--- src/sfd_pkg.sv ---
// Shared types and constants for the SLIP frame decoder.
// No dependencies; used by the front, queue, back and top-level modules of the block.
package sfd_pkg;

    localparam logic [7:0] CODE_FEND  = 8'hC0;
    localparam logic [7:0] CODE_FESC  = 8'hDB;
    localparam logic [7:0] CODE_TFEND = 8'hDC;
    localparam logic [7:0] CODE_TFESC = 8'hDD;

    localparam int MaxPacketDefault = 2048;
    localparam int HardLimit        = 4095;

    localparam logic [11:0] MAX_LENGTH_RESET = 12'd1006;
    localparam logic [3:0]  EXP_VER_RESET    = 4'd4;

    // register indexes on the configuration port
    localparam logic REG_MAX_LENGTH = 1'b0;
    localparam logic REG_EXP_VER    = 1'b1;

    localparam logic KIND_DATA = 1'b0;
    localparam logic KIND_END  = 1'b1;

    localparam logic [1:0] ST_OK       = 2'd0;
    localparam logic [1:0] ST_INVALID  = 2'd1;
    localparam logic [1:0] ST_OVERFLOW = 2'd2;

    localparam int QDepth = 4;
    localparam int QAw    = $clog2(QDepth);

    // one classified operation handed from front to back
    typedef struct packed {
        logic       close;
        logic [7:0] data;
    } t_op;

endpackage

--- src/sfd_front.sv ---
// Front end: accepts raw bytes, tracks framing and escape state, emits ops.
// Depends on sfd_pkg.
module sfd_front (
    input  logic          i_clk,
    input  logic          i_rst_n,
    input  logic          i_in_valid,
    input  logic [7:0]    i_rx_byte,
    input  logic          i_framing_error,
    input  logic          i_q_full,
    output logic          o_in_stall,
    output logic          o_push,
    output sfd_pkg::t_op  o_op
);

    logic r_in_packet, n_in_packet;
    logic r_escape,    n_escape;
    logic accept;

    assign o_in_stall = i_q_full;
    assign accept     = i_in_valid && !i_q_full;

    always_comb begin
        n_in_packet = r_in_packet;
        n_escape    = r_escape;
        o_push      = 1'b0;
        o_op.close  = 1'b0;
        o_op.data   = i_rx_byte;
        if (accept && !i_framing_error) begin
            if (i_rx_byte == sfd_pkg::CODE_FEND) begin
                n_escape    = 1'b0;
                n_in_packet = !r_in_packet;
                // END inside a packet closes it, even straight after ESC
                if (r_in_packet) begin
                    o_push     = 1'b1;
                    o_op.close = 1'b1;
                end
            end else if (r_in_packet) begin
                if (r_escape) begin
                    n_escape = 1'b0;
                    o_push   = 1'b1;
                    if (i_rx_byte == sfd_pkg::CODE_TFEND) begin
                        o_op.data = sfd_pkg::CODE_FEND;
                    end else if (i_rx_byte == sfd_pkg::CODE_TFESC) begin
                        o_op.data = sfd_pkg::CODE_FESC;
                    end
                end else if (i_rx_byte == sfd_pkg::CODE_FESC) begin
                    n_escape = 1'b1;
                end else begin
                    o_push = 1'b1;
                end
            end
        end
    end

    always_ff @(posedge i_clk) begin
        if (!i_rst_n) begin
            r_in_packet <= 1'b0;
            r_escape    <= 1'b0;
        end else begin
            r_in_packet <= n_in_packet;
            r_escape    <= n_escape;
        end
    end

endmodule

--- src/sfd_queue.sv ---
// Small FIFO of classified ops between the front and back ends.
// Depends on sfd_pkg.
module sfd_queue (
    input  logic          i_clk,
    input  logic          i_rst_n,
    input  logic          i_push,
    input  sfd_pkg::t_op  i_op,
    input  logic          i_pop,
    output logic          o_full,
    output logic          o_empty,
    output sfd_pkg::t_op  o_op
);

    sfd_pkg::t_op r_mem [sfd_pkg::QDepth];

    logic [sfd_pkg::QAw-1:0] r_wr_ptr, r_rd_ptr;
    logic [sfd_pkg::QAw:0]   r_count;

    assign o_full  = (r_count == (sfd_pkg::QAw+1)'(sfd_pkg::QDepth));
    assign o_empty = (r_count == '0);
    assign o_op    = r_mem[r_rd_ptr];

    always_ff @(posedge i_clk) begin
        if (i_push) begin
            r_mem[r_wr_ptr] <= i_op;
        end
    end

    always_ff @(posedge i_clk) begin
        if (!i_rst_n) begin
            r_wr_ptr <= '0;
            r_rd_ptr <= '0;
            r_count  <= '0;
        end else begin
            if (i_push) begin
                r_wr_ptr <= r_wr_ptr + 1'b1;
            end
            if (i_pop) begin
                r_rd_ptr <= r_rd_ptr + 1'b1;
            end
            case ({i_push, i_pop})
                2'b10:   r_count <= r_count + 1'b1;
                2'b01:   r_count <= r_count - 1'b1;
                default: r_count <= r_count;
            endcase
        end
    end

endmodule

--- src/sfd_back.sv ---
// Back end: counts payload, checks length and version, drives the result register.
// Depends on sfd_pkg.
module sfd_back #(
    parameter int MAX_PACKET = sfd_pkg::MaxPacketDefault
) (
    input  logic          i_clk,
    input  logic          i_rst_n,
    input  logic          i_q_empty,
    input  sfd_pkg::t_op  i_op,
    output logic          o_pop,
    input  logic [11:0]   i_max_length,
    input  logic [3:0]    i_expected_version,
    output logic          o_out_valid,
    input  logic          i_out_stall,
    output logic [7:0]    o_out_byte,
    output logic          o_kind,
    output logic [11:0]   o_packet_length,
    output logic [1:0]    o_status
);

    localparam int CapInt = (MAX_PACKET < sfd_pkg::HardLimit) ? MAX_PACKET
                                                               : sfd_pkg::HardLimit;
    localparam logic [11:0] Cap = 12'(CapInt);

    logic [11:0] r_count, n_count;
    logic        r_ovf,   n_ovf;
    logic [3:0]  r_ver,   n_ver;
    logic        r_valid;
    logic [7:0]  r_byte,  n_byte;
    logic        r_kind,  n_kind;
    logic [11:0] r_len,   n_len;
    logic [1:0]  r_stat,  n_stat;
    logic        emit;
    logic [11:0] limit;

    assign limit = (i_max_length < Cap) ? i_max_length : Cap;
    assign o_pop = !i_q_empty && (!r_valid || !i_out_stall);

    always_comb begin
        n_count = r_count;
        n_ovf   = r_ovf;
        n_ver   = r_ver;
        n_byte  = 8'd0;
        n_kind  = sfd_pkg::KIND_DATA;
        n_len   = 12'd0;
        n_stat  = sfd_pkg::ST_OK;
        emit    = 1'b0;
        if (o_pop) begin
            if (i_op.close) begin
                emit    = 1'b1;
                n_kind  = sfd_pkg::KIND_END;
                n_len   = r_count;
                if (r_ovf) begin
                    n_stat = sfd_pkg::ST_OVERFLOW;
                end else if (r_count == 12'd0 || r_ver != i_expected_version) begin
                    n_stat = sfd_pkg::ST_INVALID;
                end
                n_count = 12'd0;
                n_ovf   = 1'b0;
            end else if (!r_ovf) begin
                if (r_count >= limit) begin
                    n_ovf = 1'b1;
                end else begin
                    emit    = 1'b1;
                    n_byte  = i_op.data;
                    n_count = r_count + 12'd1;
                    if (r_count == 12'd0) begin
                        n_ver = i_op.data[7:4];
                    end
                end
            end
        end
    end

    always_ff @(posedge i_clk) begin
        if (!i_rst_n) begin
            r_count <= 12'd0;
            r_ovf   <= 1'b0;
            r_ver   <= 4'd0;
            r_valid <= 1'b0;
        end else begin
            r_count <= n_count;
            r_ovf   <= n_ovf;
            r_ver   <= n_ver;
            if (emit) begin
                r_valid <= 1'b1;
            end else if (!i_out_stall) begin
                r_valid <= 1'b0;
            end
        end
    end

    always_ff @(posedge i_clk) begin
        if (emit) begin
            r_byte <= n_byte;
            r_kind <= n_kind;
            r_len  <= n_len;
            r_stat <= n_stat;
        end
    end

    assign o_out_valid     = r_valid;
    assign o_out_byte      = r_byte;
    assign o_kind          = r_kind;
    assign o_packet_length = r_len;
    assign o_status        = r_stat;

endmodule

--- src/slip_frame_decoder_core.sv ---
// Channel   | valid        | stall         | payload
// ----------+--------------+---------------+------------------------------------------
// input     | i_in_valid   | o_in_stall    | i_rx_byte, i_framing_error
// output    | o_out_valid  | i_out_stall   | o_out_byte, o_kind, o_packet_length, o_status
// config    | psel/penable | pready (high) | paddr, pwdata, pwrite, prdata
//
// One byte per cycle sustained while the output is not stalled; a decoded result passes
// through the queue (written at the input transfer) and then the result register.
// Input stall is the queue being full; output stall holds the result register
// and back-pressures the queue only.  Synchronous active-low reset clears all
// control state, loads the register defaults, and needs no further sweep.
//
// Top level of the SLIP deframer; depends on sfd_pkg, sfd_front, sfd_queue, sfd_back.
module slip_frame_decoder_core #(
    parameter int MAX_PACKET = sfd_pkg::MaxPacketDefault
) (
    input  logic        i_clk,
    input  logic        i_rst_n,
    input  logic        i_in_valid,
    output logic        o_in_stall,
    input  logic [7:0]  i_rx_byte,
    input  logic        i_framing_error,
    output logic        o_out_valid,
    input  logic        i_out_stall,
    output logic [7:0]  o_out_byte,
    output logic        o_kind,
    output logic [11:0] o_packet_length,
    output logic [1:0]  o_status,
    input  logic        psel,
    input  logic        penable,
    input  logic        pwrite,
    input  logic [2:0]  paddr,
    input  logic [31:0] pwdata,
    output logic [31:0] prdata,
    output logic        pready
);

    logic [11:0]  r_max_length;
    logic [3:0]   r_expected_version;
    logic         reg_idx;
    logic         cfg_wr;

    logic         push, pop, q_full, q_empty;
    sfd_pkg::t_op front_op, head_op;

    assign pready  = 1'b1;
    assign reg_idx = paddr[2];
    assign cfg_wr  = psel && penable && pwrite && pready;

    always_ff @(posedge i_clk) begin
        if (!i_rst_n) begin
            r_max_length       <= sfd_pkg::MAX_LENGTH_RESET;
            r_expected_version <= sfd_pkg::EXP_VER_RESET;
        end else if (cfg_wr) begin
            case (reg_idx)
                sfd_pkg::REG_MAX_LENGTH: r_max_length       <= pwdata[11:0];
                sfd_pkg::REG_EXP_VER:    r_expected_version <= pwdata[3:0];
                default:                 r_max_length       <= r_max_length;
            endcase
        end
    end

    always_comb begin
        case (reg_idx)
            sfd_pkg::REG_MAX_LENGTH: prdata = {20'd0, r_max_length};
            sfd_pkg::REG_EXP_VER:    prdata = {28'd0, r_expected_version};
            default:                 prdata = 32'd0;
        endcase
    end

    sfd_front u_front (
        .i_clk           (i_clk),
        .i_rst_n         (i_rst_n),
        .i_in_valid      (i_in_valid),
        .i_rx_byte       (i_rx_byte),
        .i_framing_error (i_framing_error),
        .i_q_full        (q_full),
        .o_in_stall      (o_in_stall),
        .o_push          (push),
        .o_op            (front_op)
    );

    sfd_queue u_queue (
        .i_clk   (i_clk),
        .i_rst_n (i_rst_n),
        .i_push  (push),
        .i_op    (front_op),
        .i_pop   (pop),
        .o_full  (q_full),
        .o_empty (q_empty),
        .o_op    (head_op)
    );

    sfd_back #(
        .MAX_PACKET (MAX_PACKET)
    ) u_back (
        .i_clk              (i_clk),
        .i_rst_n            (i_rst_n),
        .i_q_empty          (q_empty),
        .i_op               (head_op),
        .o_pop              (pop),
        .i_max_length       (r_max_length),
        .i_expected_version (r_expected_version),
        .o_out_valid        (o_out_valid),
        .i_out_stall        (i_out_stall),
        .o_out_byte         (o_out_byte),
        .o_kind             (o_kind),
        .o_packet_length    (o_packet_length),
        .o_status           (o_status)
    );

endmodule

--- config.mk ---
export PLATFORM = sky130hd
export DESIGN_NAME = slip_frame_decoder_core
export DESIGN_NICKNAME = d
export VERILOG_FILES = /design/src/sfd_pkg.sv /design/src/sfd_front.sv /design/src/sfd_queue.sv /design/src/sfd_back.sv /design/src/slip_frame_decoder_core.sv
export SDC_FILE = /design/constraint.sdc
export NUM_CORES = 1
export LEC_CHECK = 0
export BUFFER_PORTS_ARGS = -buffer_cell sky130_fd_sc_hd__buf_2
export CORE_ASPECT_RATIO = 0.9
export CORE_MARGIN = 4
export CORE_UTILIZATION = 25
export CTS_CLUSTER_SIZE = 24
export DETAILED_ROUTE_END_ITERATION = 8
export GPL_TIMING_DRIVEN = 0
export SLEW_MARGIN = 20
export SYNTH_ARGS = -nofsm -noshare
export SYNTH_HDL_FRONTEND = slang
export SYNTH_HIERARCHICAL = 1
export SYNTH_SLANG_ARGS = --single-unit
--- constraint.sdc ---
create_clock -name i_clk -period 3.52 [get_ports i_clk]
set_clock_uncertainty 0.15 [all_clocks]
set_input_delay 0.352 -clock i_clk [delete_from_list [all_inputs] [get_ports i_clk]]
set_output_delay 0.352 -clock i_clk [all_outputs]
set_load 0.01 [all_outputs]
# Word level (Yosys, flattened, before mapping)
# Memories as Yosys holds them, arrays and structs flattened. A register that Yosys moved wholly into a read port is not among the register bits.
# Cells that the tools add are included.
[word_totals]
mem_count = 1
in_bits = 51
ff_bits = 66
ram_bits = 36
word_cells = 105
output_inout_bits = 58
[classes]
eq_ne = 11
n_lt_le_gt_ge = 2
n_mux = 39
bitwise = 5
reduce_logical = 26
add_sub_neg = 5
[mem_list]
columns = ["name", "depth", "width", "read_ports", "rd_ports_with_merged_regs", "wr", "line", "text"]
rows = [
  ["u_queue.r_mem", 4, 9, 1, 1, 1, "sfd_queue.sv:14", "sfd_pkg::t_op r_mem [sfd_pkg::QDepth];"],
]
[ops]
columns = ["op", "count"]
rows = [
  ["$pmux W32 S2", 1],
  ["$mux W12", 4],
  ["$mux W8", 5],
  ["$eq A8 B8 Y1 const B", 4],
  ["$mux W1", 24],
  ["$add A12 B1 Y12 const B", 1],
  ["$ge A12 B12 Y1", 1],
  ["$logic_not A12 Y1", 1],
  ["$lt A12 B12 Y1 const B", 1],
  ["$reduce_and A2 Y1", 5],
  ["$mux W9", 1],
  ["$logic_not A1 Y1", 6],
  ["$mux W2", 3],
  ["$pmux W3 S2", 1],
  ["$logic_and A1 B1 Y1", 5],
  ["$not A1 Y1", 5],
  ["$reduce_and A5 Y1", 1],
  ["$add A2 B1 Y2 const B", 2],
  ["$ne A2 B2 Y1 const B", 2],
  ["$ne A4 B4 Y1", 1],
  ["$reduce_bool A2 Y1", 2],
  ["$reduce_or A4 Y1", 1],
  ["$add A3 B1 Y3 const B", 1],
  ["$eq A3 B3 Y1 const B", 1],
  ["8 further kinds", 9],
]

# Depth between registers and ports, before layout
# Gate-level depths: netlist (run 1).
[logic_depth]
ltp_word = 8
depth_mapped = 11
depth_no_buf = 11

# Modules after synthesis
# The synthesis (run 1) kept the hierarchy.
[by_module_without_submodules]
columns = ["module", "instances", "seq_area_each_um2", "cells_each", "area_each_um2"]
rows = [
  ["sfd_back", 1, 1051.0, 219, 2194.6],
  ["sfd_queue", 1, 1261.2, 93, 1750.4],
  ["slip_frame_decoder_core", 1, 320.3, 105, 944.7],
  ["sfd_front", 1, 40.0, 32, 287.8],
]

# Worst setup path before layout (run 1)
# Ideal clock, no wire load.
[synth_path]
path_kind = "reg2reg"
startpoint = "reg r_max_length[11]"
endpoint = "reg u_back.r_kind, in the netlist u_back/o_kind (enable)"
setup_slack_ns = 0.502
required_time_ns = 2.978
arrival_time_ns = 2.476
period_less_slack_ns = 3.018
stages_incl_launch_ff = 9
n_path_buf = 1
cell_sequence = "dfxtp_1 -> inv_1 -> clkbuf_1 -> nand2_1 -> ha_1 -> a21oi_1 -> nor3_1 -> or3_4 -> o21ai_2"
[synth_between]
elab_chain_len = 7
[synth_lines]
columns = ["element", "line", "text"]
rows = [
  ["start, declared", "slip_frame_decoder_core.sv:38", "logic [11:0] r_max_length;"],
  ["start signal, assigned", "slip_frame_decoder_core.sv:52", "r_max_length <= sfd_pkg::MAX_LENGTH_RESET;"],
  ["start signal, assigned", "slip_frame_decoder_core.sv:56", "sfd_pkg::REG_MAX_LENGTH: r_max_length <= pwdata[11:0];"],
  ["start signal, assigned", "slip_frame_decoder_core.sv:58", "default: r_max_length <= r_max_length;"],
  ["$lt A12 B12 Y1", "sfd_back.sv:36", "assign limit = (i_max_length < Cap) ? i_max_length : Cap;"],
  ["$mux W12 (*)", "sfd_back.sv:36", ""],
  ["$ge A12 B12 Y1 (*)", "sfd_back.sv:61", "if (r_count >= limit) begin"],
  ["$mux W1 (*)", "sfd_back.sv:61", ""],
  ["$mux W1 (*)", "sfd_back.sv:60", "end else if (!r_ovf) begin"],
  ["$mux W1 (*)", "sfd_back.sv:49", "if (i_op.close) begin"],
  ["$mux W1 (*)", "sfd_back.sv:48", "if (o_pop) begin"],
  ["via u_back.emit", "sfd_back.sv:33", "logic emit;"],
  ["end signal, assigned", "sfd_back.sv:96", "r_kind <= n_kind;"],
  ["end, declared", "sfd_back.sv:30", "logic r_kind, n_kind;"],
]
# The timed path passes the listed nets; every way through them passes the cells marked *.
# A chain may end at the register's enable or synchronous reset.

# Worst setup path after layout (run 1)
[layout_path]
startpoint = "reg r_max_length[11]"
endpoint = "reg u_back.r_len[1], in the netlist u_back/o_packet_length[1] (enable)"
[layout_between]
elab_chain_len = 7
[layout_lines]
columns = ["element", "line", "text"]
rows = [
  ["$lt A12 B12 Y1", "sfd_back.sv:36", ""],
  ["$mux W12 (*)", "sfd_back.sv:36", ""],
  ["$ge A12 B12 Y1 (*)", "sfd_back.sv:61", ""],
  ["$mux W1 (*)", "sfd_back.sv:61", ""],
  ["$mux W1 (*)", "sfd_back.sv:60", ""],
  ["$mux W1 (*)", "sfd_back.sv:49", ""],
  ["$mux W1 (*)", "sfd_back.sv:48", ""],
  ["via u_back.emit", "sfd_back.sv:33", ""],
  ["end signal, assigned", "sfd_back.sv:97", "r_len <= n_len;"],
  ["end, declared", "sfd_back.sv:31", "logic [11:0] r_len, n_len;"],
]
# Marked as above.

==> flow_summary.yaml, run 1 <==
setup_path:
  critPathKind: "flop to flop"
  end_kind: "flop"
  required_ps: 3420
  critPathMaxFanout: 18
  crit_arrival_ps: 2960
  crit_path_start_kind: "flop"
placed_design:
  portBuffers: 65
  gp_congestion: 0.803
  dp_hpwl_mm: 8.47
  dp_slack_ps: 470
power:
  ir_worst_vdd_mv: 0.315
  power_density_nw_per_um2: 625
  total_power_uw: 3880
  leakage_uw: 0.00260
grt:
  grt-ovfl-total: 0
  grt_pass1_vias: 3500
  grt_pass1_wl_mm: 18.1
  grt_usage_pct: 9.86
  antenna_found_initial: 0
  grt_max_degree: 22
final_layout:
  drive_gt1_share_pct: 24.7
  fillers: 2080
  diodes: 0
  fin_nets: 616
  area_delta_synth_final_pct: 20.1
synthesis:
  yosys-top-cells-area: "edfxtp_1, dfxtp_1, ha_1, mux2i_1, mux4_2"
  yosys.cell_count.top_type: "edfxtp_1"
  synth-seq-cells: 104
  synth-edff-count: 59
  ys_async_sr_fraction_pct: 0
  synth_top_area_share_pct: 34.2
  syn_inst: 449
  seq_area_frac_synth_pct: 51.6
  synth_area_sq_um: 5180
  synth_ff_type: "edfxtp_1"
  yosys_warnings: 6
  synth_largest_area_cell: "edfxtp_1"
  ys_types: 58
  synth.avg_cell_area_sq_um: 11.5
  synth_commonest_cells: "edfxtp_1, nand2_1, dfxtp_1"
timing:
  hold_slack_ps: 105
  timing.final.crit_share_pct: 86.8
  setup_violations: 0
  maxSlewHeadroom_pct: 56.8
  rsz0062_at_grt: "false"
  layout_setup_ws_ps: 466
  worst_pin_slew_ps: 642
  fin_crit_ps: 3050
  fmax_mhz: 327
  hold_viol: 0
  drv_slew: 0
detailed_routing:
  vias: 3550
  drc: 0
  wirelength_mm: 11.2
  drt_pass1_iterations: 4
  drtIter0Drc: 207
  wire_per_inst_microns: 13.9
  avgViaCountPerCell: 4.41
  postRouteAntennaNets: 0
floorplan:
  io-pin-count: 109
  coreArea_sq_um: 20200
  num_rows: 49
  die_y_microns: 145
  start_util_pct: 25.7
  die_area_sq_um: 23100
  die_x_microns: 160
clock_tree:
  clockBufferDepth: 2
  cts.sinks: 104
  clock_latency_ps: 350
  cts_tree: "built"
  cts.clk_slew.worst_paths_ps: 80
  cts-hold-fix-buffers: 0
  post_cts_resized: 0
  htreeDepth: 3
  root_buffer: "clkbuf_16"
  cts_buffers: 9
  post_cts_buffers: 0
status:
  status: "completed"
flow_run:
  cap_viol_max_count: 0
worst_hold_path:
  hold_path_class: "input port to flop"
cells by family after synthesis:
family / count (synthesis) / synth area share, %
compound gates: 43 / 6.02
xor+xnor: 9 / 1.52
fa+ha+maj: 20 / 4.98
buf+inv: 59 / 6.38
flops: 104 / 51.6
mux: 35 / 9.04
other cells: 2 / 0.145
simple gates: 177 / 20.3
worst paths after layout:
path               startpoint                         to  slack [ps]  cells past startpoint
min reg2reg  r_max_length[10]           r_max_length[10]         320                      2
max          r_max_length[11]  u_back/o_packet_length[1]         470                      8
min                 pwdata[1]      r_expected_version[1]         110                      3
max reg2reg  r_max_length[11]  u_back/o_packet_length[1]         470                      8
critical path: stages, from the launching register on:
cell	delay [ps]
dfxtp_1	330
inv_1	70
clkbuf_1	340
ha_1	340
a211oi_2	250
o211ai_1	140
or3_4	410
o21ai_4	490
buf_8	230
routing by layer:
layer	global-route usage, %	share of wire [%]	vias to the layer above
li1	-	-	1780
met1	12.5	44	1673
met2	16.7	49	87
met3	2.76	6.1	10
met4	2.60	1.1	0
met5	0	0	-
layout make-up:
cell class                      count  area, sq um  area share [%]
Buffer                             44          274            4.41
Clock buffer                        9          225            3.62
Clock inverter                      7         76.3            1.23
Inverter                           15         56.3           0.906
Multi-Input combinational cell    305         2250            36.2
Sequential cell                   104         2670            43.0
Tap cell                          255          319            5.13
Timing Repair Buffer               66          340            5.47
cell usage in the layout, fill, tap and decap left out, drive strengths merged, types with 5 or more instances in the layout:
cell and instances:
o21ai 11, a21oi 5, nor2 17, mux2i 22, edfxtp 59, clkbuf 23
buf 96, and3 23, nand2 50, conb 21, dfxtp 45, inv 20
nand4 7, ha 19, and2 11, xor2 7, mux4 9, nor3 8
nand3 6, nor2b 30, o211ai 5
stage by stage:
step / utilization [%] / TNS [ps] / instance area [sq um] / instances
6_report: 30.8 / 0 / 6220 / 805
5_1_grt: 30.8 / 0 / 6220 / 805
4_1_cts: 30.8 / 0 / 6220 / 805
3_5_place_dp: 29.3 / 0 / 5920 / 789
3_3_place_gp: 29.2 / -1960 / 5890 / 788
2_1_floorplan: - / 0 / 5250 / 468
state kept, by name, summed over array words and instances, names as in the netlist, 3 cells and up, named ones only:
register                count
r_max_length               12
r_expected_version          4
u_queue/r_mem              36
u_back/o_packet_length     12
u_back/o_out_byte           8
u_back/r_ver                4
u_queue/r_count             3
u_back/r_count             12
power by group:
part | total (uW) | switching, uW | internal (uW)
logic | 1230 | 752 | 476
registers | 1660 | 91.5 | 1570
clock network | 998 | 491 | 508
total | 3880 | 1330 | 2550
Power figures use the tool's default switching activity.
==> run 2: changes to the inputs <==
==> constraint.sdc (replaced) <==
create_clock -name i_clk -period 3.52 [get_ports i_clk]
set_clock_uncertainty 0.15 [all_clocks]
set_input_delay 0.176 -clock i_clk [delete_from_list [all_inputs] [get_ports i_clk]]
set_output_delay 0.176 -clock i_clk [all_outputs]
set_load 0.01 [all_outputs]
==> flow_summary.yaml, run 2 (synthesized netlist as in run 1, its figures left out) <==
grt:
  grt_usage_pct: 9.99
  grt-ovfl-total: 0
  grt_pass1_vias: 3569
  grt_max_degree: 22
  antenna_found_initial: 0
  grt_pass1_wl_mm: 18.4
placed_design:
  gp_congestion: 0.803
  dpl_cell_area_sq_um: 5920
  dp_slack_ps: 470
  portBuffers: 65
  dp_hpwl_mm: 8.47
flow_run:
  cap_viol_max_count: 0
timing:
  fmax_mhz: 327
  hold_viol: 0
  rsz0062_at_grt: "false"
  hold_slack_ps: 39.3
  fin_crit_ps: 3060
  maxSlewHeadroom_pct: 56.2
  worst_pin_slew_ps: 648
  setup_violations: 0
  tns_ps: 0
  layout_setup_ws_ps: 457
  timing.final.crit_share_pct: 87.0
  drv_slew: 0
detailed_routing:
  vias: 3613
  drt_pass1_iterations: 4
  drtIter0Drc: 180
  wire_per_inst_microns: 13.9
  drc: 0
  avgViaCountPerCell: 4.42
  postRouteAntennaNets: 0
  wirelength_mm: 11.4
clock_tree:
  post_cts_resized: 0
  cts-hold-fix-buffers: 12
  cts_tree: "built"
  clockBufferDepth: 2
  htreeDepth: 3
  post_cts_buffers: 0
  root_buffer: "clkbuf_16"
  cts_buffers: 9
  cts.sinks: 104
  clock_latency_ps: 350
  cts.clk_slew.worst_paths_ps: 70
final_layout:
  area_delta_synth_final_pct: 22.4
  final_area_sq_um: 6340
  layout_commonest_cell: "buf_2"
  final_cell_mix: "buf_2, edfxtp_1, nand2_1"
  diodes: 0
  largest_reg_flops: 36
  regArea_sq_um: 2670
  drive_gt1_share_pct: 24.2
  fillers: 2064
  regMostFlops: "u_queue/r_mem"
  multi_input_area_sq_um: 2250
  fin_nets: 628
setup_path:
  required_ps: 3430
  crit_buf_inv: 3
  crit_arrival_ps: 2970
  end_kind: "flop"
  critPathKind: "flop to flop"
  crit_family: "compound AO/OA/AOI/OAI gates"
  r2r-start: "r_max_length[11]"
  crit_slowest_cell: "o21ai_4"
  crit_chain: "inv_1 -> clkbuf_1 -> ha_1 -> a211oi_2 -> o211ai_1 -> or3_4 -> o21ai_4 -> buf_8"
  crit_start: "r_max_length[11]"
  slowest_delay_ps: 490
  crit_path_start_kind: "flop"
  critPathMaxFanout: 18
floorplan:
  die_y_microns: 145
  die_area_sq_um: 23100
  io-pin-count: 109
  coreArea_sq_um: 20200
  die_x_microns: 160
  start_util_pct: 25.7
  num_rows: 49
power:
  total_power_uw: 3900
  power_density_nw_per_um2: 616
  leakage_uw: 0.00265
  ir_worst_vdd_mv: 0.315
worst_hold_path:
  hp-start: "i_out_stall"
  hold_path_class: "input port to flop"
status:
  status: "completed"
-- run 2: cell type report --
| type | count | area share (%) |
|---|---|---|
| Buffer | 44 | 4.32 |
| Clock buffer | 9 | 3.55 |
| Clock inverter | 7 | 1.20 |
| Inverter | 15 | 0.888 |
| Multi-Input combinational cell | 305 | 35.6 |
| Sequential cell | 104 | 42.2 |
| Tap cell | 255 | 5.03 |
| Timing Repair Buffer | 78 | 7.27 |
-- run 2: metrics by stage --
stage | std cells | utilization (%)
6_report | 817 | 31.4
5_1_grt | 817 | 31.4
4_1_cts | 817 | 31.4
3_5_place_dp | 789 | 29.3
3_3_place_gp | 788 | 29.2
2_1_floorplan | 468 | -
-- run 2: power breakdown --
group	internal (uW)	switching, uW
Sequential	1570	90.5
Clock	508	496
Combinational	484	756
-- run 2: worst register-to-register path, cell delays in order, from the launching register on --
cell and delay (ps):
dfxtp_1 330, inv_1 70, clkbuf_1 340, ha_1 350, a211oi_2 260, o211ai_1 140
or3_4 410, o21ai_4 490, buf_8 240
-- run 2: per-layer routing --
layer / global-route usage, % / wire length (microns) / vias to the layer above / part of all wire (%)
met5: 0 / 0 / - / 0
met4: 2.65 / 124 / 0 / 1.1
met3: 2.76 / 713 / 10 / 6.3
met2: 16.9 / 5560 / 94 / 49
met1: 12.7 / 4960 / 1703 / 44
li1: - / - / 1806 / -
-- run 2: final timing paths --
kind / depth (start not counted) / slack (ps) / to
setup / recovery: 8 / 460 / u_back/o_status[0]
hold / removal: 3 / 40 / u_back/o_out_valid
setup reg to reg: 8 / 460 / u_back/o_status[0]
hold reg to reg: 2 / 320 / r_max_length[10]
